--- src/hw/rtl/mtrs_pkg.sv ---
// Types, constants and word functions of the MT19937 random source.
package mtrs_pkg;

   typedef logic [31:0] word_type;
   typedef logic [9:0]  addr_type;
   typedef logic [16:0] range_type;
   typedef logic [15:0] half_type;

   localparam int unsigned N_WORDS  = 624;
   localparam int unsigned M_OFFSET = 397;

   localparam addr_type ADDR_ZERO   = 10'd0;
   localparam addr_type ADDR_ONE    = 10'd1;
   localparam addr_type ADDR_M      = 10'd397;
   localparam addr_type ADDR_LAST   = 10'd623;
   localparam addr_type INDEX_FULL  = 10'd624;
   localparam logic [10:0] WRAP_AT  = 11'd624;
   localparam logic [10:0] STEP_TWO = 11'd2;
   localparam logic [10:0] STEP_FAR = 11'd398;

   localparam word_type TWIST_XOR     = 32'h9908_b0df;
   localparam word_type HIGH_BIT_MASK = 32'h8000_0000;
   localparam word_type LOW_BITS_MASK = 32'h7fff_ffff;
   localparam word_type TEMPER_B   = 32'h9d2c_5680;
   localparam word_type TEMPER_C   = 32'hefc6_0000;
   localparam word_type INIT_MULT  = 32'd1812433253;
   localparam word_type OLD_MULT   = 32'd69069;
   localparam word_type OLD_SEED   = 32'd4357;
   localparam range_type RANGE_MAX = 17'h1_0000;

   localparam logic MODE_DRAW = 1'b0;
   localparam logic MODE_SEED = 1'b1;

   typedef struct packed {
      logic     we;
      addr_type waddr;
      word_type wdata;
      addr_type raddr_a;
      addr_type raddr_b;
   } mem_cmd_type;

   typedef struct packed {
      logic      load;
      range_type range;
   } out_cmd_type;

   // Index into the state ring; the sum stays below twice the ring size.
   function automatic addr_type wrap_addr(input logic [10:0] s);
      if (s >= WRAP_AT) return addr_type'(s - WRAP_AT);
      return addr_type'(s);
   endfunction

   function automatic word_type twist_word(input word_type cur, input word_type nxt,
                                           input word_type far);
      word_type y;
      y = (cur & HIGH_BIT_MASK) | (nxt & LOW_BITS_MASK);
      return far ^ (y >> 1) ^ (y[0] ? TWIST_XOR : '0);
   endfunction

   // One initialization step; a single multiplier serves both seeding schemes.
   function automatic word_type seed_next(input word_type p, input addr_type i,
                                          input logic old);
      word_type mul;
      word_type opd;
      word_type add;
      mul = old ? OLD_MULT : INIT_MULT;
      opd = old ? p : (p ^ (p >> 30));
      add = old ? '0 : {22'b0, i};
      return word_type'(mul * opd) + add;
   endfunction

   function automatic word_type temper(input word_type w);
      word_type y;
      y = w;
      y = y ^ (y >> 11);
      y = y ^ ((y << 7) & TEMPER_B);
      y = y ^ ((y << 15) & TEMPER_C);
      y = y ^ (y >> 18);
      return y;
   endfunction

endpackage

--- src/hw/rtl/mtrs_rsp_if.sv ---
// Response channel: valid/ready handshake with the tempered word and scaled value.
interface mtrs_rsp_if;
   import mtrs_pkg::*;

   logic     valid;
   logic     ready;
   word_type random_word;
   half_type scaled_value;

   modport source (output valid, random_word, scaled_value, input ready);
   modport sink   (input valid, random_word, scaled_value, output ready);
endinterface

--- src/hw/rtl/mtrs_out_stage.sv ---
// Output stage: temper the drawn word, scale it and hold the response.
module mtrs_out_stage (
   input  logic                  clock,
   input  logic                  reset,
   input  mtrs_pkg::word_type    rd_word,
   input  mtrs_pkg::out_cmd_type out_cmd,
   output logic                  out_free,
   mtrs_rsp_if.source            rsp_ch
);
   import mtrs_pkg::*;

   logic      valid_ff, valid_in;
   word_type  word_ff, word_in;
   half_type  scaled_ff, scaled_in;
   range_type range_sat;
   logic [32:0] product;

   assign range_sat = out_cmd.range[16] ? RANGE_MAX : out_cmd.range;
   assign word_in   = temper(rd_word);
   assign product   = {17'b0, word_in[15:0]} * {16'b0, range_sat};
   assign scaled_in = product[31:16];

   assign out_free = !valid_ff || rsp_ch.ready;

   always_comb begin
      valid_in = valid_ff;
      if (out_cmd.load) begin
         valid_in = 1'b1;
      end else if (rsp_ch.ready) begin
         valid_in = 1'b0;
      end
   end

   always_ff @(posedge clock) begin
      if (reset) begin
         valid_ff <= 1'b0;
      end else begin
         valid_ff <= valid_in;
      end
      if (out_cmd.load) begin
         word_ff   <= word_in;
         scaled_ff <= scaled_in;
      end
   end

   assign rsp_ch.valid        = valid_ff;
   assign rsp_ch.random_word  = word_ff;
   assign rsp_ch.scaled_value = scaled_ff;
endmodule

--- src/flat_wrapper.sv ---
// flat-port wrapper written by rule: the top's interface ports become plain ports
module mtrs_out_stage_flat import mtrs_pkg::*;
  (clock, reset, rd_word, out_cmd, out_free, rsp_ch_valid, rsp_ch_random_word, rsp_ch_scaled_value, rsp_ch_ready);
  mtrs_rsp_if rsp_ch_i ();
  input  logic clock;
  input  logic reset;
  input  mtrs_pkg::word_type rd_word;
  input  mtrs_pkg::out_cmd_type out_cmd;
  output logic out_free;
  output wire logic [$bits(rsp_ch_i.valid)-1:0] rsp_ch_valid;
  output wire logic [$bits(rsp_ch_i.random_word)-1:0] rsp_ch_random_word;
  output wire logic [$bits(rsp_ch_i.scaled_value)-1:0] rsp_ch_scaled_value;
  input wire logic [$bits(rsp_ch_i.ready)-1:0] rsp_ch_ready;
  assign rsp_ch_valid = rsp_ch_i.valid;
  assign rsp_ch_random_word = rsp_ch_i.random_word;
  assign rsp_ch_scaled_value = rsp_ch_i.scaled_value;
  assign rsp_ch_i.ready = rsp_ch_ready;
  mtrs_out_stage u_core (.clock(clock), .reset(reset), .rd_word(rd_word), .out_cmd(out_cmd), .out_free(out_free), .rsp_ch(rsp_ch_i));
endmodule
--- config.mk ---
export PLATFORM = sky130hd
export DESIGN_NAME = mtrs_out_stage_flat
export DESIGN_NICKNAME = d
export VERILOG_FILES = /design/src/hw/rtl/mtrs_pkg.sv /design/src/hw/rtl/mtrs_rsp_if.sv /design/src/hw/rtl/mtrs_out_stage.sv /design/src/flat_wrapper.sv
export SDC_FILE = /design/constraint.sdc
export NUM_CORES = 1
export LEC_CHECK = 0
export ABC_CLOCK_PERIOD_IN_PS = 15700
export BUFFER_PORTS_ARGS = -buffer_cell sky130_fd_sc_hd__buf_2
export CAP_MARGIN = 15
export CORE_MARGIN = 10
export CORE_UTILIZATION = 40
export CTS_BUF_LIST = sky130_fd_sc_hd__clkbuf_8 sky130_fd_sc_hd__clkbuf_16
export CTS_CLUSTER_SIZE = 10
export DETAILED_ROUTE_END_ITERATION = 10
export PLACE_DENSITY = 0.55
export SLEW_MARGIN = 40
export SYNTH_ARGS = -nofsm -noshare
export SYNTH_HDL_FRONTEND = slang
export SYNTH_SLANG_ARGS = --single-unit
export TNS_END_PERCENT = 100
--- constraint.sdc ---
create_clock -name clock -period 15.7 [get_ports clock]
set_input_delay 3.14 -clock clock [delete_from_list [all_inputs] [get_ports clock]]
set_output_delay 3.14 -clock clock [all_outputs]
set_load 0.05 [all_outputs]
# Yosys cells after proc, flatten, opt, wreduce, memory -nomap -nowiden
# Index checks and enable logic that the tools add are counted.
[totals]
register_bits = 49
latchBits = 0
ram_bits = 0
romBits = 0
in_bits = 53
output_inout_bits = 50
word_cells = 14
n_memories = 0
[classes]
add_sub_neg = 0
mul = 1
div = 0
n_lt_le_gt_ge = 0
eq_ne = 0
shift = 0
muxes = 3
bitwise_logic = 4
reduce_logical = 3
[ops]
columns = ["op", "n"]
rows = [
  ["XOR 32 bit", 2],
  ["multiplier 16 x 17 -> 32 bit", 1],
  ["XOR 32 x 14 -> 32 bit", 1],
  ["XOR 32 x 21 -> 32 bit", 1],
  ["2-to-1 mux 17 bit", 1],
  ["2-to-1 mux 1 bit", 2],
  ["nonzero test 2 bit", 1],
  ["logical NOT 1 bit", 1],
  ["logical OR 1 bit", 1],
]

# Longest topological paths before layout
# Gate-level depths: netlist of run 1.
[logic_depth]
ltp_word = 5
mapped_depth = 28
ltp_nobuf = 26

# Worst setup path after synthesis of run 1
# No wires, ideal clock.
[synth_path]
path_type = "input port to flip-flop"
start = "input rd_word[3]"
end = "register u_core.scaled_ff[14] (netlist: u_core.rsp_ch.scaled_value[14]), data pin"
setup_time_ps = 255
t_arrival_ps = 9494
path_slack_ps = 5951
cell_stages = 25
path_buffers = 1
path_cell_list = "xnor2_1 -> xor2_1 -> xor2_1 -> xnor2_1 -> clkbuf_1 -> nand2_1 -> fa_1 -> inv_1 -> fa_1 -> inv_1 -> fa_1 -> inv_1 -> fa_1 -> fa_1 -> inv_1 -> fa_1 -> inv_1 -> ha_1 -> a21o_1 -> a31oi_1 -> o21ai_0 -> a21oi_1 -> a21oi_2 -> or4_1 -> and3_1"
[synth_between]
elab_chain_len = 5
[synth_rtl]
columns = ["element", "line", "text"]
rows = [
  ["start, declared", "flat_wrapper.sv:7", "input mtrs_pkg::word_type rd_word;"],
  ["XOR 32 x 21 -> 32 bit", "mtrs_pkg.sv:75", "y = y ^ (y >> 11);"],
  ["XOR 32 bit", "mtrs_pkg.sv:76", "y = y ^ ((y << 7) & TEMPER_B);"],
  ["XOR 32 bit", "mtrs_pkg.sv:77", "y = y ^ ((y << 15) & TEMPER_C);"],
  ["XOR 32 x 14 -> 32 bit", "mtrs_pkg.sv:78", "y = y ^ (y >> 18);"],
  ["named net u_core.word_in[7]", "mtrs_out_stage.sv:13", "word_type word_ff, word_in;"],
  ["multiplier 16 x 17 -> 32 bit", "mtrs_out_stage.sv:20", "assign product = {17'b0, word_in[15:0]} * {16'b0, range_sat};"],
  ["named net u_core.product[30]", "mtrs_out_stage.sv:16", "logic [32:0] product;"],
  ["end signal, assigned", "mtrs_out_stage.sv:42", "scaled_ff <= scaled_in;"],
  ["end, declared", "mtrs_out_stage.sv:14", "half_type scaled_ff, scaled_in;"],
]
# The timed path passes the listed nets, and every way through them passes these cells.
# A chain may end at the register's enable or synchronous reset.

# Worst setup path in the final report of run 1
[layout_path]
start = "input rd_word[18]"
end = "register u_core.scaled_ff[13] (netlist: u_core.rsp_ch.scaled_value[13]), data pin"
[layout_between]
elab_chain_len = 5
[layout_rtl]
columns = ["element", "line"]
rows = [
  ["XOR 32 x 21 -> 32 bit", "mtrs_pkg.sv:75"],
  ["XOR 32 bit", "mtrs_pkg.sv:76"],
  ["XOR 32 bit", "mtrs_pkg.sv:77"],
  ["XOR 32 x 14 -> 32 bit", "mtrs_pkg.sv:78"],
  ["multiplier 16 x 17 -> 32 bit", "mtrs_out_stage.sv:20"],
  ["named net u_core.product[29]", "mtrs_out_stage.sv:16"],
]
# The timed path passes the listed nets, and every way through them passes these cells.

==> summary.md, run 1 <==
| Metric | Value |
|---|---|
| Max incr delay on CP | `0.53 ns` |
| Clk buf depth | `2` |
| CTS tree | `done` |
| Pin count of the biggest net entering global routing | `50` |
| Antenna cells | `0` |
| Post-route insts no fill | `1,593` |
| Overall routed net length | `29,700 um` |
| Core Area | `0.0262 mm2` |
| Clock sinks | `49` |
| Worst-margin pin slew | `0.804 ns` |
| WP data required | `15.88 ns` |
| RSZ-0062 raised after global routing | `no` |
| Post-Syn Area | `0.0107 mm2` |
| CTS resizes | `0` |
| Shortest period the worst path allows | `10.18 ns` |
| Die area | `0.0338 mm2` |
| Worst-path clk slew | `0.08 ns` |
| Pre-CTS setup slack | `4.97 ns` |
| Clock Root Buffer | `clkbuf_16` |
| Synth Net Count | `1,525` |
| Fmax | `98.2 MHz` |
| Placed cells | `1,585` |
| Hold Crit Class | `flop to flop` |
| Final setup viols | `0` |
| Vias/cell | `4.99` |
| Leading area contributor after synthesis | `fa_1` |
| Seq/Total Area, Yosys | `13.6%` |
| Clock Latency Late Sink | `0.31 ns` |
| FP Rows | `59` |
| Synthesized flop and latch total | `49` |
| Post-CTS Hold Buffers | `0` |
| Slew HR | `46.3%` |
| Startpoint Class | `input pin` |
| Fin nets | `1,614` |
| GRT Util Overall | `18.2%` |
| TritonRoute pass-1 iters | `5` |
| Synth cell types | `47` |
| Top-count cell post-synth | `inv_1` |
| Fin crit share | `64.8%` |
| Crit Path Category | `input pin to flop` |
| Area Overhead vs Synth | `10.2%` |
| Crit-path max FO | `12` |
| Status | `completed` |
| 1st-iter DRT viols | `451` |
| Ys flop type | `edfxtp_1` |
| Slowest-stage cell, CP | `fa_1` |
| IO Pins | `103` |
| Mapped Avg Cell Area | `9.18 um2` |
| TritonCTS Buffers | `5` |
| Die Y | `184 um` |
| Post-route setup slack | `5.52 ns` |
| CP endpoint kind | `flop` |
| First-pass GRT wire length | `47,700 um` |
| GPL Wtd Cong | `0.890` |
| Share of cells above drive strength 1 | `11.8%` |
| Initial Utilization | `40.9%` |
| Multi-input gate area | `0.00815 mm2` |
| Synth warn | `0` |
| Dominant cells by area after synthesis | `fa_1 38%, edfxtp_1 13%, ha_1 11%, inv_1 9.2%, nand2_1 6.3%` |
| Async set or reset register ratio after synthesis | `0%` |
| Routed Antenna Nets | `0` |
| H-tree levels | `2` |
| Total gr overflow | `0` |
| Post-synth EDFFs | `48` |
| Top cell type's share of synthesized area | `38.4%` |
| Register area | `0.00146 mm2` |
| # DRC | `0` |
| Skew final | `0 ns` |
| Avg WL per Cell | `18.7 um` |
| CP dominant cell by count | `fa_1` |
| Initial antenna violation count | `0` |
| Fillers | `2,565` |
| Vias | `7,953` |
| Die Wd | `184 um` |
| Fin. max-slew vios | `0` |
| Fin. Hold Viols | `0` |
| Hold Slack | `0.501 ns` |
| Post-Route Setup TNS | `0 ns` |
| Max cap viols | `0` |
| Vias in the first global route | `8,389` |
| I/O Buffers | `102` |
| DP Wirelength | `25,100 um` |
| Most frequent cells after synthesis | `263 x inv_1, 206 x fa_1, 180 x nand2_1, 111 x nor2_1, 98 x ha_1` |
| Post-Synthesis Cells | `1,168` |
| Data arrival, critical path | `10.36 ns` |
| Post CTS Setup Buffer Count | `0` |
==> per-stage QoR <==
stage | utilization (%) | instance area (um2)
finish | 45.1 | 11800
global placement | 44.4 | 11600
floorplan | - | 10700
detailed placement | 44.5 | 11700
global route | 45.1 | 11800
CTS | 45.1 | 11800
==> metal layers <==
| metal | vias to the layer above | track usage [%] | part of all wire, % |
|---|---|---|---|
| li1 | 3683 | - | - |
| met1 | 4024 | 24.7 | 45 |
| met2 | 221 | 29.8 | 48 |
| met3 | 25 | 3.81 | 6.6 |
| met4 | 0 | 3.02 | 1.2 |
| met5 | - | 0 | 0 |
==> cell type report <==
type	instances	share of cell area, %
clock buffer	5	1.06
clock inverter	3	0.222
inverter	267	8.48
multi-input combinational	816	69.0
sequential	49	12.4
tap	335	3.55
timing repair buffer	118	5.34
==> state kept, by name, indices dropped and copies added (netlist names) <==
register / cells
u_core.rsp_ch.scaled_value: 16
u_core.rsp_ch.random_word: 32
u_core.rsp_ch.valid: 1
==> cell families after synthesis <==
logic type / count (synthesis) / synth area share, %
AND/OR/NAND/NOR: 350 / 13.8
adder cells (fa/ha/maj): 304 / 49.9
buffers and inverters: 303 / 10.6
AO/OA/AOI/OAI: 83 / 5.45
XOR/XNOR: 78 / 6.58
flip-flops: 49 / 13.6
multiplexers: 1 / 0.0933
==> critical path: cells and delay by family <==
kind / cells / cell delay (ns)
xor+xnor: 4 / 1.45
fa+ha+maj: 7 / 3.13
compound gates: 6 / 1.30
simple gates: 3 / 0.66
buf+inv: 5 / 0.66
==> cells in the final DEF (no fill, tap or decap), types with 2 or more instances in the layout <==
cell type / Yosys / final
inv_1: 263 / 263
fa_1: 206 / 206
nand2_1: 180 / 180
nor2_1: 111 / 111
buf_2: 1 / 102
ha_1: 98 / 98
edfxtp_1: 48 / 48
xnor2_1: 47 / 46
xor2_1: 28 / 27
a21oi_1: 24 / 24
a21o_1: 21 / 21
buf_4: 0 / 16
nor2b_1: 19 / 15
o21ai_0: 11 / 11
and2_1: 9 / 9
nand4_1: 7 / 7
nand3_1: 5 / 5
and3_1: 5 / 5
o21a_1: 5 / 5
clkbuf_16: 0 / 5
nor2b_2: 0 / 4
xnor2_2: 3 / 4
a31oi_1: 4 / 4
nor3_1: 4 / 4
clkinv_1: 3 / 3
nand2b_1: 3 / 3
a211oi_1: 3 / 3
a21oi_2: 3 / 3
o21ai_1: 2 / 2
or4_1: 2 / 2
clkinvlp_4: 0 / 2
==> path summary, 6_finish.rpt <==
path	start	end	slack (ns)	depth (start not counted)
max reg2reg	u_core.rsp_ch.valid	u_core.rsp_ch.valid	15.09	2
min	u_core.rsp_ch.valid	u_core.rsp_ch.valid	0.50	2
max	rd_word[18]	u_core.rsp_ch.scaled_value[13]	5.52	25
min reg2reg	u_core.rsp_ch.valid	u_core.rsp_ch.valid	0.50	2
Power of run 1 is left out: the tool's default activity adds up to more than one toggle a clock period on the data nets, which glitch-free logic cannot reach.
==> inputs of run 2 (changes only) <==
--- a/config.mk
+++ b/config.mk
@@ -5,7 +5,8 @@
 export SDC_FILE = /design/constraint.sdc
 export NUM_CORES = 1
 export LEC_CHECK = 0
-export ABC_CLOCK_PERIOD_IN_PS = 15700
+export ABC_AREA = 1
+export ABC_CLOCK_PERIOD_IN_PS = 10700
 export BUFFER_PORTS_ARGS = -buffer_cell sky130_fd_sc_hd__buf_2
 export CAP_MARGIN = 15
 export CORE_MARGIN = 10
@@ -13,7 +14,7 @@
 export CTS_BUF_LIST = sky130_fd_sc_hd__clkbuf_8 sky130_fd_sc_hd__clkbuf_16
 export CTS_CLUSTER_SIZE = 10
 export DETAILED_ROUTE_END_ITERATION = 10
-export PLACE_DENSITY = 0.55
+export PLACE_DENSITY = 0.54
 export SLEW_MARGIN = 40
 export SYNTH_ARGS = -nofsm -noshare
 export SYNTH_HDL_FRONTEND = slang
==> constraint.sdc (replaced) <==
create_clock -name clock -period 10.7 [get_ports clock]
set_input_delay 2.14 -clock clock [delete_from_list [all_inputs] [get_ports clock]]
set_output_delay 2.14 -clock clock [all_outputs]
set_load 0.05 [all_outputs]
==> summary.md, run 2 <==
| Metric | Value |
|---|---|
| Worst-path clk slew | `0.08 ns` |
| Pin count of the biggest net entering global routing | `36` |
| TritonCTS Buffers | `5` |
| Max cap viols | `0` |
| Fin crit share | `85.3%` |
| Clock Root Buffer | `clkbuf_16` |
| Initial Utilization | `40.7%` |
| Met3 usage | `5.74%` |
| Met1 usage | `24.8%` |
| GRT Util Overall | `19.8%` |
| Placed cells | `1,837` |
| Fin. max-slew vios | `0` |
| Post-Syn Area | `0.0114 mm2` |
| Synth cell types | `37` |
| Avg WL per Cell | `18.9 um` |
| Post-route insts no fill | `1,846` |
| Hold Crit Class | `flop to flop` |
| Vias in the first global route | `9,724` |
| Post-Route Setup TNS | `0 ns` |
| Mapped Avg Cell Area | `8.23 um2` |
| FP Rows | `61` |
| Die area | `0.0355 mm2` |
| Clock Latency Late Sink | `0.31 ns` |
| Core Area | `0.0279 mm2` |
| CTS resizes | `0` |
| Crit Path Category | `input pin to flop` |
| Max FFs per register | `32` |
| Synth Net Count | `1,736` |
| Hold Slack | `0.476 ns` |
| Data arrival, critical path | `9.20 ns` |
| WP data required | `10.78 ns` |
| CP endpoint kind | `flop` |
| GPL Wtd Cong | `0.951` |
| Share of cells above drive strength 1 | `11.5%` |
| Routed Antenna Nets | `0` |
| Initial antenna violation count | `2` |
| Most frequent cells in the layout | `335 x inv_1, 312 x nand2_1, 206 x fa_1` |
| GRT busiest layer | `met2` |
| Post-Synthesis Cells | `1,379` |
| Die Y | `188 um` |
| # DRC | `0` |
| Area Overhead vs Synth | `9.14%` |
| Flop2flop setup slack | `10.14 ns` |
| M2 GR Usage | `32.5%` |
| Final setup viols | `0` |
| TritonRoute pass-1 iters | `5` |
| RSZ-0062 raised after global routing | `no` |
| Worst hold start | `u_core.rsp_ch.valid` |
| Dominant cells by area after synthesis | `fa_1 36%, edfxtp_1 13%, inv_1 11%, ha_1 11%, nand2_1 10%` |
| IO Pins | `103` |
| R2r worst-path depth | `2` |
| 1st-iter DRT viols | `621` |
| Post-synth EDFFs | `48` |
| Vias/cell | `4.97` |
| Fmax | `110 MHz` |
| CP endpoint | `u_core.rsp_ch.scaled_value[9]` |
| Worst r2r src | `u_core.rsp_ch.valid` |
| Total gr overflow | `0` |
| Ys flop type | `edfxtp_1` |
| Top cell type's share of synthesized area | `36.3%` |
| Die Wd | `188 um` |
| I/O Buffers | `102` |
| Leading cell type in the layout, fill and taps excluded | `inv_1` |
| DP Wirelength | `28,800 um` |
| Worst-margin pin slew | `0.789 ns` |
| Top-count cell post-synth | `inv_1` |
| Crit-path max FO | `12` |
| CTS tree | `done` |
| Leading area contributor after synthesis | `fa_1` |
| H-tree levels | `2` |
| Startpoint Class | `input pin` |
| Seq/Total Area, Yosys | `12.9%` |
| Post-CTS Hold Buffers | `0` |
| Clock sinks | `49` |
| Skew final | `0 ns` |
| Clk buf depth | `2` |
| Fin nets | `1,823` |
| First-pass GRT wire length | `54,600 um` |
| Shortest period the worst path allows | `9.12 ns` |
| Synth warn | `0` |
| Synthesized flop and latch total | `49` |
| Reg-to-Reg End | `u_core.rsp_ch.valid` |
| Status | `completed` |
| Slew HR | `47.3%` |
| Fin. Hold Viols | `0` |
| Worst Setup SP | `rd_word[15]` |
| Most frequent cells after synthesis | `334 x inv_1, 312 x nand2_1, 206 x fa_1, 133 x nor2_1, 98 x ha_1` |
| Overall routed net length | `34,900 um` |
| Post CTS Setup Buffer Count | `0` |
| Async set or reset register ratio after synthesis | `0%` |
| Vias | `9,171` |
-- run 2: cell count changes after synthesis, moves of 19 or more --
| cell | change |
|---|---|
| nand2_1 | +132 |
| xnor2_1 | -32 |
| nor2_1 | +22 |
| clkbuf_1 | -20 |
| inv_1 | +71 |
| nor2b_1 | -19 |
-- run 2: per-stage QoR --
stage | area [um2] | setup slack (ns) | utilization, %
finish | 12400 | 1.58 | 44.5
global route | 12400 | 1.28 | 44.5
CTS | 12400 | 1.66 | 44.5
detailed placement | 12200 | 1.35 | 43.9
global placement | 12200 | 1.30 | 43.8
floorplan | 11400 | 2.77 | -
-- run 2: cell type report --
cell class,count,area [um2]
tap,378,473
antenna,1,2.50
inverter,349,1310
sequential,49,1460
clock buffer,5,125
multi-input combinational,955,8430
clock inverter,3,42.5
timing repair buffer,106,541
fill,2827,15500
-- run 2: worst min path at each step --
stage          cells past startpoint                  end
2_1_floorplan                      2  u_core.rsp_ch.valid
3_3_place_gp                       2  u_core.rsp_ch.valid
3_5_place_dp                       2  u_core.rsp_ch.valid
4_1_cts                            2  u_core.rsp_ch.valid
5_1_grt                            2  u_core.rsp_ch.valid
6_report                           2  u_core.rsp_ch.valid
-- run 2: critical path, stage by stage --
cell and delay (ns):
buf_2 0.12, or2_2 0.29, nand2_1 0.47, xor2_1 0.31, or2_2 0.16, nand2_1 0.30, inv_1 0.51, nand2_1 0.13
fa_1 0.50, inv_1 0.06, fa_1 0.55, fa_1 0.43, fa_1 0.46, fa_1 0.49, inv_1 0.05, fa_1 0.52
inv_1 0.07, ha_1 0.39, a21oi_1 0.26, inv_1 0.06, a31oi_1 0.18, inv_1 0.11, a21oi_1 0.17, nor3_1 0.06
a211oi_1 0.23, nand2_1 0.08, nand2_1 0.06, nand2_1 0.04
-- run 2: metal layers --
metal	share of wire (%)	routed length [um]
met1	41	14200
met2	47	16500
met3	8.7	3050
met4	2.9	1010
met5	0.28	99
-- run 2: logic make-up after synthesis --
family | synth area share, %
flops | 12.9
simple gates | 18.8
compound gates | 3.85
fa+ha+maj | 47.1
xor+xnor | 4.37
buf+inv | 12.9
Power of run 2 is left out for the same reason.
