[src/hw/rtl/mtrs_pkg.sv]
// Types, constants and word functions of the MT19937 random source.
package mtrs_pkg;

   typedef logic [31:0] word_type;
   typedef logic [9:0]  addr_type;
   typedef logic [16:0] range_type;
   typedef logic [15:0] half_type;

   localparam int unsigned N_WORDS  = 624;
   localparam int unsigned M_OFFSET = 397;

   localparam addr_type ADDR_ZERO   = 10'd0;
   localparam addr_type ADDR_ONE    = 10'd1;
   localparam addr_type ADDR_M      = 10'd397;
   localparam addr_type ADDR_LAST   = 10'd623;
   localparam addr_type INDEX_FULL  = 10'd624;
   localparam logic [10:0] WRAP_AT  = 11'd624;
   localparam logic [10:0] STEP_TWO = 11'd2;
   localparam logic [10:0] STEP_FAR = 11'd398;

   localparam word_type TWIST_XOR     = 32'h9908_b0df;
   localparam word_type HIGH_BIT_MASK = 32'h8000_0000;
   localparam word_type LOW_BITS_MASK = 32'h7fff_ffff;
   localparam word_type TEMPER_B   = 32'h9d2c_5680;
   localparam word_type TEMPER_C   = 32'hefc6_0000;
   localparam word_type INIT_MULT  = 32'd1812433253;
   localparam word_type OLD_MULT   = 32'd69069;
   localparam word_type OLD_SEED   = 32'd4357;
   localparam range_type RANGE_MAX = 17'h1_0000;

   localparam logic MODE_DRAW = 1'b0;
   localparam logic MODE_SEED = 1'b1;

   typedef struct packed {
      logic     we;
      addr_type waddr;
      word_type wdata;
      addr_type raddr_a;
      addr_type raddr_b;
   } mem_cmd_type;

   typedef struct packed {
      logic      load;
      range_type range;
   } out_cmd_type;

   // Index into the state ring; the sum stays below twice the ring size.
   function automatic addr_type wrap_addr(input logic [10:0] s);
      if (s >= WRAP_AT) return addr_type'(s - WRAP_AT);
      return addr_type'(s);
   endfunction

   function automatic word_type twist_word(input word_type cur, input word_type nxt,
                                           input word_type far);
      word_type y;
      y = (cur & HIGH_BIT_MASK) | (nxt & LOW_BITS_MASK);
      return far ^ (y >> 1) ^ (y[0] ? TWIST_XOR : '0);
   endfunction

   // One initialization step; a single multiplier serves both seeding schemes.
   function automatic word_type seed_next(input word_type p, input addr_type i,
                                          input logic old);
      word_type mul;
      word_type opd;
      word_type add;
      mul = old ? OLD_MULT : INIT_MULT;
      opd = old ? p : (p ^ (p >> 30));
      add = old ? '0 : {22'b0, i};
      return word_type'(mul * opd) + add;
   endfunction

   function automatic word_type temper(input word_type w);
      word_type y;
      y = w;
      y = y ^ (y >> 11);
      y = y ^ ((y << 7) & TEMPER_B);
      y = y ^ ((y << 15) & TEMPER_C);
      y = y ^ (y >> 18);
      return y;
   endfunction

endpackage

[src/hw/rtl/mtrs_req_if.sv]
// Request channel: valid/ready handshake with mode, seed and range.
interface mtrs_req_if;
   import mtrs_pkg::*;

   logic      valid;
   logic      ready;
   logic      mode;
   word_type  seed;
   range_type range;

   modport source (output valid, mode, seed, range, input ready);
   modport sink   (input valid, mode, seed, range, output ready);
endinterface

[src/hw/rtl/mtrs_seq.sv]
// Sequencer: request intake, seed fill, pipelined twist pass and draw reads.
module mtrs_seq (
   input  logic                  clock,
   input  logic                  reset,
   mtrs_req_if.sink              req_ch,
   input  mtrs_pkg::word_type    rd_a,
   input  mtrs_pkg::word_type    rd_b,
   input  logic                  out_free,
   output mtrs_pkg::mem_cmd_type mem_cmd,
   output mtrs_pkg::out_cmd_type out_cmd
);
   import mtrs_pkg::*;

   localparam logic [2:0] ST_IDLE      = 3'd0;
   localparam logic [2:0] ST_FILL      = 3'd1;
   localparam logic [2:0] ST_PRIME     = 3'd2;
   localparam logic [2:0] ST_LOAD      = 3'd3;
   localparam logic [2:0] ST_TWIST     = 3'd4;
   localparam logic [2:0] ST_DRAW_WAIT = 3'd5;
   localparam logic [2:0] ST_DRAW_OUT  = 3'd6;

   logic [2:0] state_ff, state_in;
   logic       seeded_ff, seeded_in;
   addr_type   index_ff, index_in;
   addr_type   cnt_ff, cnt_in;
   word_type   prev_ff, prev_in;
   logic       old_ff, old_in;
   logic       pend_ff, pend_in;
   range_type  range_ff, range_in;

   addr_type   draw_pos;
   word_type   fill_word;

   assign draw_pos  = INDEX_FULL - index_ff;
   assign fill_word = seed_next(prev_ff, cnt_ff, old_ff);
   assign req_ch.ready = (state_ff == ST_IDLE);

   always_comb begin
      state_in  = state_ff;
      seeded_in = seeded_ff;
      index_in  = index_ff;
      cnt_in    = cnt_ff;
      prev_in   = prev_ff;
      old_in    = old_ff;
      pend_in   = pend_ff;
      range_in  = range_ff;
      mem_cmd   = '0;
      out_cmd.load  = 1'b0;
      out_cmd.range = range_ff;

      case (state_ff)
         ST_IDLE: begin
            if (req_ch.valid) begin
               range_in = req_ch.range;
               if (req_ch.mode == MODE_SEED) begin
                  mem_cmd.we    = 1'b1;
                  mem_cmd.waddr = ADDR_ZERO;
                  mem_cmd.wdata = req_ch.seed;
                  prev_in   = req_ch.seed;
                  cnt_in    = ADDR_ONE;
                  old_in    = 1'b0;
                  pend_in   = 1'b0;
                  seeded_in = 1'b1;
                  state_in  = ST_FILL;
               end else if (!seeded_ff) begin
                  // first draw without a seed: old scheme, then draw
                  mem_cmd.we    = 1'b1;
                  mem_cmd.waddr = ADDR_ZERO;
                  mem_cmd.wdata = OLD_SEED;
                  prev_in   = OLD_SEED;
                  cnt_in    = ADDR_ONE;
                  old_in    = 1'b1;
                  pend_in   = 1'b1;
                  seeded_in = 1'b1;
                  state_in  = ST_FILL;
               end else if (index_ff == ADDR_ZERO) begin
                  pend_in  = 1'b1;
                  state_in = ST_PRIME;
               end else if (out_free) begin
                  mem_cmd.raddr_a = draw_pos;
                  state_in = ST_DRAW_OUT;
               end else begin
                  state_in = ST_DRAW_WAIT;
               end
            end
         end
         ST_FILL: begin
            mem_cmd.we    = 1'b1;
            mem_cmd.waddr = cnt_ff;
            mem_cmd.wdata = fill_word;
            prev_in = fill_word;
            cnt_in  = cnt_ff + ADDR_ONE;
            if (cnt_ff == ADDR_LAST) begin
               state_in = ST_PRIME;
            end
         end
         ST_PRIME: begin
            mem_cmd.raddr_a = ADDR_ZERO;
            state_in = ST_LOAD;
         end
         ST_LOAD: begin
            // word 0 arrives; issue reads for the first twist step
            prev_in = rd_a;
            mem_cmd.raddr_a = ADDR_ONE;
            mem_cmd.raddr_b = ADDR_M;
            cnt_in   = ADDR_ZERO;
            state_in = ST_TWIST;
         end
         ST_TWIST: begin
            mem_cmd.we    = 1'b1;
            mem_cmd.waddr = cnt_ff;
            mem_cmd.wdata = twist_word(prev_ff, rd_a, rd_b);
            mem_cmd.raddr_a = wrap_addr({1'b0, cnt_ff} + STEP_TWO);
            mem_cmd.raddr_b = wrap_addr({1'b0, cnt_ff} + STEP_FAR);
            prev_in = rd_a;
            cnt_in  = cnt_ff + ADDR_ONE;
            if (cnt_ff == ADDR_LAST) begin
               index_in = INDEX_FULL;
               pend_in  = 1'b0;
               state_in = pend_ff ? ST_DRAW_WAIT : ST_IDLE;
            end
         end
         ST_DRAW_WAIT: begin
            // hold the read until the response register frees up
            if (out_free) begin
               mem_cmd.raddr_a = draw_pos;
               state_in = ST_DRAW_OUT;
            end
         end
         ST_DRAW_OUT: begin
            out_cmd.load = 1'b1;
            index_in = index_ff - ADDR_ONE;
            state_in = ST_IDLE;
         end
         default: begin
            state_in = ST_IDLE;
         end
      endcase
   end

   always_ff @(posedge clock) begin
      if (reset) begin
         state_ff  <= ST_IDLE;
         seeded_ff <= 1'b0;
         index_ff  <= ADDR_ZERO;
         pend_ff   <= 1'b0;
      end else begin
         state_ff  <= state_in;
         seeded_ff <= seeded_in;
         index_ff  <= index_in;
         pend_ff   <= pend_in;
      end
      cnt_ff   <= cnt_in;
      prev_ff  <= prev_in;
      old_ff   <= old_in;
      range_ff <= range_in;
   end

   a_twist_no_overlap: assert property (@(posedge clock) disable iff (reset)
      (state_ff == ST_TWIST) |->
         (mem_cmd.waddr != mem_cmd.raddr_a) && (mem_cmd.waddr != mem_cmd.raddr_b))
      else $error("twist write collides with a read in flight");

   a_out_slot_free: assert property (@(posedge clock) disable iff (reset)
      (state_ff == ST_DRAW_OUT) |-> $past(out_free))
      else $error("draw read issued while response register was held");

   a_index_range: assert property (@(posedge clock) disable iff (reset)
      index_ff <= INDEX_FULL)
      else $error("read index beyond state size");

   a_draw_ready: assert property (@(posedge clock) disable iff (reset)
      (state_ff == ST_DRAW_OUT) |-> (seeded_ff && (index_ff != ADDR_ZERO)))
      else $error("draw completes from an exhausted or unseeded state");
endmodule

[src/flat_wrapper.sv]
// flat-port wrapper written by rule: the top's interface ports become plain ports
module mtrs_seq_flat import mtrs_pkg::*;
  (clock, reset, rd_a, rd_b, out_free, mem_cmd, out_cmd, req_ch_valid, req_ch_mode, req_ch_seed, req_ch_range, req_ch_ready);
  mtrs_req_if req_ch_i ();
  input  logic clock;
  input  logic reset;
  input  mtrs_pkg::word_type rd_a;
  input  mtrs_pkg::word_type rd_b;
  input  logic out_free;
  output mtrs_pkg::mem_cmd_type mem_cmd;
  output mtrs_pkg::out_cmd_type out_cmd;
  input wire logic [$bits(req_ch_i.valid)-1:0] req_ch_valid;
  input wire logic [$bits(req_ch_i.mode)-1:0] req_ch_mode;
  input wire logic [$bits(req_ch_i.seed)-1:0] req_ch_seed;
  input wire logic [$bits(req_ch_i.range)-1:0] req_ch_range;
  output wire logic [$bits(req_ch_i.ready)-1:0] req_ch_ready;
  assign req_ch_i.valid = req_ch_valid;
  assign req_ch_i.mode = req_ch_mode;
  assign req_ch_i.seed = req_ch_seed;
  assign req_ch_i.range = req_ch_range;
  assign req_ch_ready = req_ch_i.ready;
  mtrs_seq u_core (.clock(clock), .reset(reset), .req_ch(req_ch_i), .rd_a(rd_a), .rd_b(rd_b), .out_free(out_free), .mem_cmd(mem_cmd), .out_cmd(out_cmd));
endmodule
[config.mk]
export PLATFORM = sky130hd
export DESIGN_NAME = mtrs_seq_flat
export DESIGN_NICKNAME = d
export VERILOG_FILES = /design/src/hw/rtl/mtrs_pkg.sv /design/src/hw/rtl/mtrs_req_if.sv /design/src/hw/rtl/mtrs_seq.sv /design/src/flat_wrapper.sv
export SDC_FILE = /design/constraint.sdc
export NUM_CORES = 1
export LEC_CHECK = 0
export BUFFER_PORTS_ARGS = -buffer_cell sky130_fd_sc_hd__buf_2
export CORE_ASPECT_RATIO = 0.7
export CORE_MARGIN = 2
export CORE_UTILIZATION = 35
export CTS_BUF_LIST = sky130_fd_sc_hd__clkbuf_4 sky130_fd_sc_hd__clkbuf_8
export DETAILED_ROUTE_END_ITERATION = 12
export PLACE_DENSITY = 0.51
export SLEW_MARGIN = 15
export SYNTH_ARGS = -nofsm -noshare
export SYNTH_HDL_FRONTEND = slang
export SYNTH_SLANG_ARGS = --single-unit
[constraint.sdc]
create_clock -name clock -period 15.4 [get_ports clock]
set_input_delay 1.54 -clock clock [delete_from_list [all_inputs] [get_ports clock]]
set_output_delay 1.54 -clock clock [all_outputs]
set_load 0.05 [all_outputs]
Word-level counts from Yosys, hierarchy flattened --
Cells that the tools add are included.
Word-level totals: register bits 75, input bits 118, output and inout bits 82, logic and storage cells 102
Cells by class: add/subtract/negate cells 8, multipliers 1, order comparisons 2, equality and inequality tests 14, multiplexer cells 50, bitwise operators 4, reductions and logical operators 15
Operators by type and width (count):
- 32-bit 2-to-1 mux | 5
- 10-bit 2-to-1 mux | 13
- 43-bit case mux with 3 select lines | 1
- 32-bit case mux with 3 select lines | 1
- 43-bit 2-to-1 mux | 2
- 53-bit 2-to-1 mux | 1
- 10-bit case mux with 2 select lines | 2
- 10-bit case mux with 4 select lines | 1
- 32-bit adder | 1
- 32-bit by 32-bit multiplier with 32-bit output | 1
- 32-bit by 31-bit OR with 32-bit output | 1
- 32-bit by 2-bit XOR with 32-bit output | 1
- 32-bit by 31-bit XOR with 32-bit output | 1
- 32-bit XOR | 1
- 31-bit 2-to-1 mux | 1
- 10-bit case mux with 3 select lines | 1
- 3-bit 2-to-1 mux | 8
- 11-bit by 10-bit >= comparator with 1-bit output (second input constant) | 2
- 10-bit subtractor (second input constant) | 2
- 3-bit case mux with 6 select lines | 1
- 10-bit by 2-bit adder with 11-bit output (second input constant) | 1
- 10-bit by 9-bit adder with 11-bit output (second input constant) | 1
- 1-bit 2-to-1 mux | 11
- 10-bit by 1-bit adder with 10-bit output (second input constant) | 1
- 20 further kinds | 33

Longest topological paths before layout --
Gate-level depths: netlist of the first run.
depth in word-level cells 7, depth in mapped cells 29, mapped depth without buffers 27

Worst setup path before layout of the first run --
OpenSTA, ideal clock, no wires.
path kind register to output, start point reg u_core.old_ff, end point out mem_cmd[50] (netlist bit), arrival 7.617 ns, required time 13.860 ns, path slack 6.243 ns, stages on the path, launching flop included 27, path buffers 3, cells stage by stage edfxtp_1 > clkbuf_1 > clkbuf_1 > clkbuf_1 > nor2_1 > ha_1 > fa_1 > fa_1 > inv_1 > fa_1 > inv_1 > fa_1 > fa_1 > fa_1 > inv_1 > fa_1 > inv_1 > ha_1 > a21o_1 > a21o_1 > a221o_1 > a21o_1 > a211oi_2 > o31ai_1 > a31oi_1 > xor2_1 > o21ai_1
RTL lines:
- start, declared | RTL line mtrs_seq.sv:27 | logic old_ff, old_in;
- start signal, assigned | RTL line mtrs_seq.sv:155 | old_ff <= old_in;
- end, declared | RTL line flat_wrapper.sv:10 | output mtrs_pkg::mem_cmd_type mem_cmd;

==> results.json, run 1 <==
{
  "yosys_most_used_dff": "edfxtp_1",
  "dr.pass1.iters": 5,
  "final_cells": 2543,
  "rsz0062_at_grt": "no",
  "worst_skew_pair.late_latency_ps": 410,
  "setup_viol_count_final": 0,
  "ys_top_cells_by_area": "fa_1 (28%), ha_1 (18%), edfxtp_1 (11%)",
  "tns_ps": 0,
  "critical_path.top_delay_family": "adder cells",
  "ctsHoldBuffers": 0,
  "cts_tree": "yes",
  "crit_path_end_kind": "primary output",
  "numCtsBuffers": 9,
  "grt_pass1_wl_um": 78700,
  "hold_class": "reg2reg",
  "clk_pin_slew_ps": 110,
  "reg2reg_to": "u_core.prev_ff[28]",
  "multi_input_area_mm2": 0.0120,
  "finalMaxSlewViolations": 0,
  "worst_pin_slew_ps": 1140,
  "regArea_mm2": 0.00210,
  "grt_util_all_layers_pct": 22.1,
  "r2r_cells": 25,
  "status": "complete, no violations",
  "cp-start-kind": "flip-flop",
  "min_period_ps": 9690,
  "synth_area_per_cell_um2": 8.99,
  "arrival_ps": 8150,
  "hpwlAfterDp_um": 44400,
  "fp.dieH_um": 183,
  "syn_nets": 2341,
  "maxCapViolCount": 0,
  "worst-path-buf-inv": 7,
  "cpMostUsedCell": "fa_1",
  "synthToLayoutAreaGrowth_pct": 11.2,
  "rows": 65,
  "yosys-top-cells-count": "inv_1 (444), fa_1 (224), ha_1 (224), nand2_1 (128), xnor2_1 (105)",
  "place.gp.congestion": 0.897,
  "nets": 2501,
  "max_freq_mhz": 103,
  "worstPathMaxFanout": 75,
  "hold_viol_final": 0,
  "synth_edf_count": 60,
  "cts_resized": 0,
  "fp.dieArea_mm2": 0.0473,
  "netlist_area_mm2": 0.0160,
  "route.detailed.drc": 0,
  "vias": 12620,
  "crit_path_max_incr_delay_ps": 600,
  "ys_ff_latch": 75,
  "synth_sequential_area_ratio_pct": 13.2,
  "cts_buffer_depth": 2,
  "ys.warnings.count": 0,
  "max_slew_margin_pct": 23.3,
  "initial_core_util_pct": 35.4,
  "synth_cells": 1775,
  "synth_top_area_share_pct": 28.1,
  "synth_top_cell_by_area": "fa_1",
  "routed_via_density": 4.96,
  "postLayoutCoreUtil_pct": 39.4,
  "grt_pass1_vias": 12892,
  "diodes": 0,
  "finalCritPeriodShare_pct": 62.9,
  "criticalPathCategory": "reg2out",
  "nFillCells": 4700,
  "r2r-start": "u_core.old_ff",
  "post_drt_wl_per_cell_um": 19.9,
  "dp.cells": 2527,
  "die_w_um": 259,
  "synth.most_common_cell": "inv_1",
  "synthArstFlopShare_pct": 0,
  "worst-path-stages": 26,
  "drt_first_iter_violations": 1023,
  "clock_skew_ps": 20.2,
  "grt_max_degree": 76,
  "drive_gt1_share_pct": 12.3,
  "cts-root-buf": "clkbuf_8",
  "cts-htree-levels": 3,
  "worstHoldStart": "u_core.pend_ff",
  "port_buffers": 199,
  "ant_nets": 0,
  "clkSinkCount": 75,
  "min_delay_worst_endpoint": "u_core.pend_ff",
  "critical_path_required_ps": 13860,
  "critPathSlowestCell": "fa_1",
  "synth.distinct_cells": 61,
  "grt_antenna_before_repair": 0,
  "drt-total-wl_um": 50600,
  "whs_path_depth": 2,
  "rrSetupSlack_ps": 7620,
  "overflow": 0,
  "ios": 200,
  "coreArea_mm2": 0.0451,
  "cts_setup_buffers": 0
}
## sequential cells by signal, summed over array words and instances, names as in the netlist
signal / count
u_core.cnt_ff: 10
u_core.seeded_ff: 1
u_core.state_ff: 3
u_core.range_ff: 17
u_core.pend_ff: 1
u_core.old_ff: 1
u_core.index_ff: 10
u_core.prev_ff: 32
## layout make-up
class	count	area share (%)
clock buffer	9	0.698
clock inverter	7	0.494
inverter	445	9.41
multi-input combinational	1198	67.4
sequential	75	11.8
tap	603	4.25
timing repair buffer	206	5.91
## cell families (layout without fill, tap and decap cells)
family                     count (synthesis)  count (layout)  share of synthesized area [%]
adders and majority gates                448             448                           45.7
muxes                                      9               9                          0.588
xor gates and xnor gates                 153             153                           8.45
AOI/OAI and AO/OA                        222             222                           9.43
DFF                                       75              75                           13.2
and+or+nand+nor                          366             366                           10.8
buffers and inverters                    502             667                           11.9
## how the worst max path moves through the flow
stage	to	startpoint	slack [ps]
2_1_floorplan	mem_cmd[50]	u_core.old_ff	6240
3_3_place_gp	mem_cmd[50]	u_core.old_ff	6220
3_5_place_dp	mem_cmd[50]	u_core.old_ff	6190
4_1_cts	mem_cmd[50]	u_core.old_ff	5690
5_1_grt	mem_cmd[49]	u_core.old_ff	5270
6_report	mem_cmd[50]	u_core.old_ff	5710
## layer usage
| metal | wire (µm) | track usage (%) |
|---|---|---|
| met2 | 20000 | 30.2 |
| met3 | 3570 | 4.33 |
| met1 | 26600 | 36.0 |
| met5 | 0 | 0 |
| met4 | 459 | 2.85 |
## through the flow
step	hold slack, ps	cell area, µm²	worst slack, ps
3_5_place_dp	491	17500	6190
6_report	508	17700	5710
2_1_floorplan	440	16000	6240
5_1_grt	529	17700	5270
4_1_cts	507	17700	5690
3_3_place_gp	458	17500	6220
## worst reg2reg max path: stages, from the launching register on
cell	delay (ps)
edfxtp_1	330
buf_4	540
nand2b_1	290
inv_1	110
ha_1	300
fa_1	420
fa_1	600
inv_1	70
fa_1	480
inv_1	50
fa_1	490
fa_1	470
fa_1	510
inv_1	50
fa_1	480
inv_1	50
ha_1	350
a21o_1	240
a21o_1	200
a221o_1	340
a21o_1	180
a211oi_2	200
o31ai_1	160
a21oi_1	230
mux2i_1	280
nand2_1	120
## layout by cell type (no fill, tap or decap), drive strengths merged, types with 25 or more instances in the layout
cell,Yosys,final
a21oi,53,53
buf,8,206
xnor2,106,106
xor2,47,47
and2,25,25
edfxtp,60,60
o221ai,25,25
o21ai,43,43
nand2,128,128
fa,224,224
inv,444,450
nor2,94,94
ha,224,224
Power of run 1 is left out: the tool's default activity adds up to more than one toggle a clock period on the data nets, which glitch-free logic cannot reach.
==> run 2, diff against run 1 <==
- PLACE_DENSITY: 0.51 -> 0.53
- clock period: 15.4 -> 7.94 ns (I/O delays scaled with it)
==> results.json, run 2 (synthesis results as in run 1) <==
{
  "finalCritPeriodShare_pct": 103,
  "clkSinkCount": 75,
  "rrSetupSlack_ps": 720,
  "arrival_ps": 7390,
  "r2r_cells": 28,
  "postLayoutCoreUtil_pct": 44.0,
  "worst_skew_pair.late_latency_ps": 420,
  "post_drt_wl_per_cell_um": 19.7,
  "criticalPathCategory": "reg2out",
  "route.detailed.drc": 0,
  "coreArea_mm2": 0.0451,
  "routed_via_density": 4.93,
  "crit_path_end_kind": "primary output",
  "reg_top3": "u_core.prev_ff: 32 flops, u_core.range_ff: 17 flops",
  "synthToLayoutAreaGrowth_pct": 24.3,
  "finalMaxSlewViolations": 0,
  "cp-start-kind": "flip-flop",
  "vias": 13167,
  "rsz0062_at_grt": "yes",
  "grt_max_degree": 33,
  "top_register": "u_core.prev_ff",
  "worstHoldStart": "u_core.seeded_ff",
  "hold_viol_final": 0,
  "maxCapViolCount": 0,
  "port_buffers": 199,
  "cpMostUsedCell": "fa_1",
  "hold_class": "reg2reg",
  "place.gp.congestion": 0.933,
  "setup_viol_count_final": 6,
  "clock_skew_ps": 21.7,
  "worst-path-buf-inv": 8,
  "drt-total-wl_um": 52500,
  "reg2reg_to": "u_core.prev_ff[26]",
  "min_period_ps": 8180,
  "max_slew_margin_pct": 19.2,
  "cts-root-buf": "clkbuf_8",
  "ant_nets": 0,
  "worst_pin_slew_ps": 1210,
  "cts-htree-levels": 3,
  "nets": 2625,
  "fp.dieH_um": 183,
  "overflow": 0,
  "r2r-start": "u_core.old_ff",
  "hpwlAfterDp_um": 44600,
  "fp.dieArea_mm2": 0.0473,
  "critPathSlowestCell": "fa_1",
  "cts_buffer_depth": 2,
  "grt_pass1_wl_um": 80600,
  "cts_tree": "yes",
  "violations": "setup timing",
  "mostFrequentLayoutCells": "inv_1 (424), fa_1 (211), ha_1 (188)",
  "dr.pass1.iters": 7,
  "max_freq_mhz": 122,
  "drive_gt1_share_pct": 25.0,
  "nFillCells": 4459,
  "grt_pass1_vias": 13649,
  "status": "finished, violations left",
  "drt_first_iter_violations": 979,
  "initial_core_util_pct": 35.4,
  "grt_antenna_before_repair": 1,
  "min_delay_worst_endpoint": "u_core.seeded_ff",
  "clk_pin_slew_ps": 110,
  "numCtsBuffers": 9,
  "whs_path_depth": 2,
  "fin_ws_ps": -239,
  "final_common_cell": "inv_1",
  "rows": 65,
  "critical_path.top_delay_family": "adder cells",
  "grt_util_all_layers_pct": 22.5,
  "worstPathMaxFanout": 4,
  "die_w_um": 259,
  "critical_path_required_ps": 7150,
  "crit_path_max_incr_delay_ps": 540,
  "ios": 200,
  "largest_reg_flops": 32
}
-- run 2: cell count changes in the layout (fill, tap and decap cells not counted), sizes merged, moves of 2 or more --
cell,delta
buf,+121
clkbuf,+2
diode,+2
inv,-2
-- run 2: repair_timing --
item	in CTS	in global routing
setup endpoints to repair	13	15
hold buffers	0	0
setup buffers	27	18
pin swaps	52	33
resized for setup	134	104
cloned	3	0
-- run 2: worst max-delay path by stage --
stage	slack (ps)	endpoint	cells past startpoint	startpoint
6_report	-240	mem_cmd[50]	27	u_core.old_ff
5_1_grt	-410	mem_cmd[48]	26	u_core.old_ff
4_1_cts	-170	mem_cmd[50]	27	u_core.old_ff
3_5_place_dp	30	mem_cmd[50]	28	u_core.old_ff
3_3_place_gp	130	mem_cmd[50]	26	u_core.old_ff
2_1_floorplan	-110	mem_cmd[50]	26	u_core.old_ff
-- run 2: area by class of cell --
type                            count  area [µm²]  share of cell area (%)
Clock buffer                        9         124                   0.624
Clock inverter                      7        92.6                   0.467
Antenna cell                        2        5.00                  0.0252
Inverter                          445        1680                    8.45
Multi-Input combinational cell   1198       12900                    65.1
Timing Repair Buffer              330        2170                    10.9
Sequential cell                    75        2100                    10.6
Tap cell                          603         754                    3.80
-- run 2: worst min-delay path, delay by kind of cell (launching register included) --
family	cells	cell delay, ps
AND/OR/NAND/NOR	2	120
flip-flops	1	340
-- run 2: through the flow --
stage | area, µm² | setup slack [ps] | cells | TNS (ps) | hold WS [ps]
floorplan | 16000 | -107 | 1775 | -204 | 440
global placement | 18200 | 130 | 2604 | 0 | 464
detailed placement | 18200 | 26.1 | 2604 | 0 | 460
CTS | 19300 | -167 | 2650 | -410 | 491
global route | 19800 | -411 | 2668 | -2680 | 519
finish | 19800 | -239 | 2669 | -757 | 493
-- run 2: routing by layer --
metal | part of all wire, % | vias to the layer above | track usage [%]
li1 | - | 6196 | -
met1 | 50 | 6510 | 34.9
met2 | 42 | 426 | 32.5
met3 | 6.9 | 35 | 4.63
met4 | 1.1 | 0 | 3.29
met5 | 0 | - | 0
Power of run 2 is left out for the same reason.
==> run 3, diff against run 2 <==
- PLACE_DENSITY: 0.53 -> 0.51
- clock period: 7.94 -> 10.6 ns (I/O delays scaled with it)
==> results.json, run 3 (synthesis results as in run 1) <==
{
  "routed_via_density": 4.94,
  "max_slew_margin_pct": 21.4,
  "r2r_cells": 27,
  "cts_setup_buffers": 0,
  "rows": 65,
  "setup_viol_count_final": 0,
  "port_buffers": 199,
  "hpwlAfterDp_um": 44200,
  "route.detailed.drc": 0,
  "initial_core_util_pct": 35.4,
  "die_w_um": 259,
  "grt_util_all_layers_pct": 21.8,
  "stdcell_area_mm2": 0.0178,
  "postLayoutCoreUtil_pct": 39.5,
  "ios": 200,
  "numCtsBuffers": 9,
  "min_delay_worst_endpoint": "u_core.seeded_ff",
  "grt_max_degree": 43,
  "dr.pass1.iters": 5,
  "r2r-start": "u_core.old_ff",
  "critical_path.top_delay_family": "adder cells",
  "overflow": 0,
  "crit_path_end_kind": "primary output",
  "reg2reg_to": "u_core.prev_ff[29]",
  "reg_top3": "u_core.prev_ff: 32 flops, u_core.range_ff: 17 flops",
  "place_area_mm2": 0.0176,
  "cts_resized": 0,
  "grt_pass1_wl_um": 77800,
  "regArea_mm2": 0.00210,
  "drt-total-wl_um": 50400,
  "whs_path_depth": 2,
  "fp.dieArea_mm2": 0.0473,
  "rsz0062_at_grt": "no",
  "hold_viol_final": 0,
  "grt_pass1_vias": 12631,
  "multi_input_area_mm2": 0.0120,
  "drt_first_iter_violations": 900,
  "cp-start-kind": "flip-flop",
  "rrSetupSlack_ps": 2820,
  "criticalPathCategory": "reg2out",
  "worst-path-stages": 28,
  "hold_class": "reg2reg",
  "coreArea_mm2": 0.0451,
  "drive_gt1_share_pct": 12.5,
  "post_drt_wl_per_cell_um": 19.8,
  "worstPathMaxFanout": 29,
  "clk_pin_slew_ps": 110,
  "diodes": 0,
  "top_register": "u_core.prev_ff",
  "arrival_ps": 8090,
  "vias": 12567,
  "crit_path_max_incr_delay_ps": 570,
  "largest_reg_flops": 32,
  "critical_path_required_ps": 9540,
  "cts_tree": "yes",
  "cts-htree-levels": 3,
  "maxCapViolCount": 0,
  "min_period_ps": 9150,
  "ctsHoldBuffers": 0,
  "critPathSlowestCell": "edfxtp_1",
  "worst_skew_pair.late_latency_ps": 400,
  "place.gp.congestion": 0.946,
  "status": "complete, no violations",
  "nFillCells": 4656,
  "cts-root-buf": "clkbuf_8",
  "fp.dieH_um": 183,
  "final_common_cell": "inv_1",
  "cts_buffer_depth": 2,
  "clock_skew_ps": 19.4,
  "worst_pin_slew_ps": 1170,
  "mostFrequentLayoutCells": "inv_1 (444), fa_1 (224), ha_1 (224)",
  "max_freq_mhz": 109,
  "worst-path-buf-inv": 9,
  "tns_ps": 0,
  "synthToLayoutAreaGrowth_pct": 11.4,
  "clkSinkCount": 75,
  "finalMaxSlewViolations": 0,
  "grt_antenna_before_repair": 0,
  "finalCritPeriodShare_pct": 86.3,
  "nets": 2504,
  "ant_nets": 0,
  "worstHoldStart": "u_core.seeded_ff"
}
## run 3: changes by cell type in the layout (fill, tap and decap cells not counted), moves of 16 or more
cell,change
buf_4,-110
ha_1,+36
ha_4,-30
inv_1,+20
buf_6,-18
inv_2,-18
buf_2,+16
## run 3: tightest hold or removal path, cell delays in order (launching register included)
cell,delay (ps)
dfxtp_1,350
nor2_1,50
nor2_1,70
## run 3: cell type report
class | count | area share, %
sequential | 75 | 11.8
clock buffer | 9 | 0.697
timing repair buffer | 209 | 6.03
inverter | 445 | 9.40
clock inverter | 7 | 0.521
tap | 603 | 4.24
multi-input combinational | 1198 | 67.3
## run 3: how the worst max path moves through the flow
stage                       start           to  slack (ps)
floorplan           u_core.old_ff  mem_cmd[50]        1920
global placement    u_core.old_ff  mem_cmd[50]        1950
detailed placement  u_core.old_ff  mem_cmd[51]        1930
CTS                 u_core.old_ff  mem_cmd[51]        1420
global route        u_core.old_ff  mem_cmd[51]        1000
finish              u_core.old_ff  mem_cmd[51]        1450
## run 3: through the flow
stage / cells / hold WS, ps / worst slack [ps]
5_1_grt: 2546 / 517 / 996
3_5_place_dp: 2530 / 475 / 1930
2_1_floorplan: 1775 / 440 / 1920
4_1_cts: 2546 / 502 / 1420
3_3_place_gp: 2530 / 456 / 1950
6_report: 2546 / 493 / 1450
## run 3: metal layers
layer	track usage, %	vias up	wire length [µm]
met5	0	-	0
met4	2.71	0	378
met3	3.21	26	3420
met2	30.1	371	20100
met1	36.0	6214	26500
li1	-	5956	-
Power of run 3 is left out for the same reason.
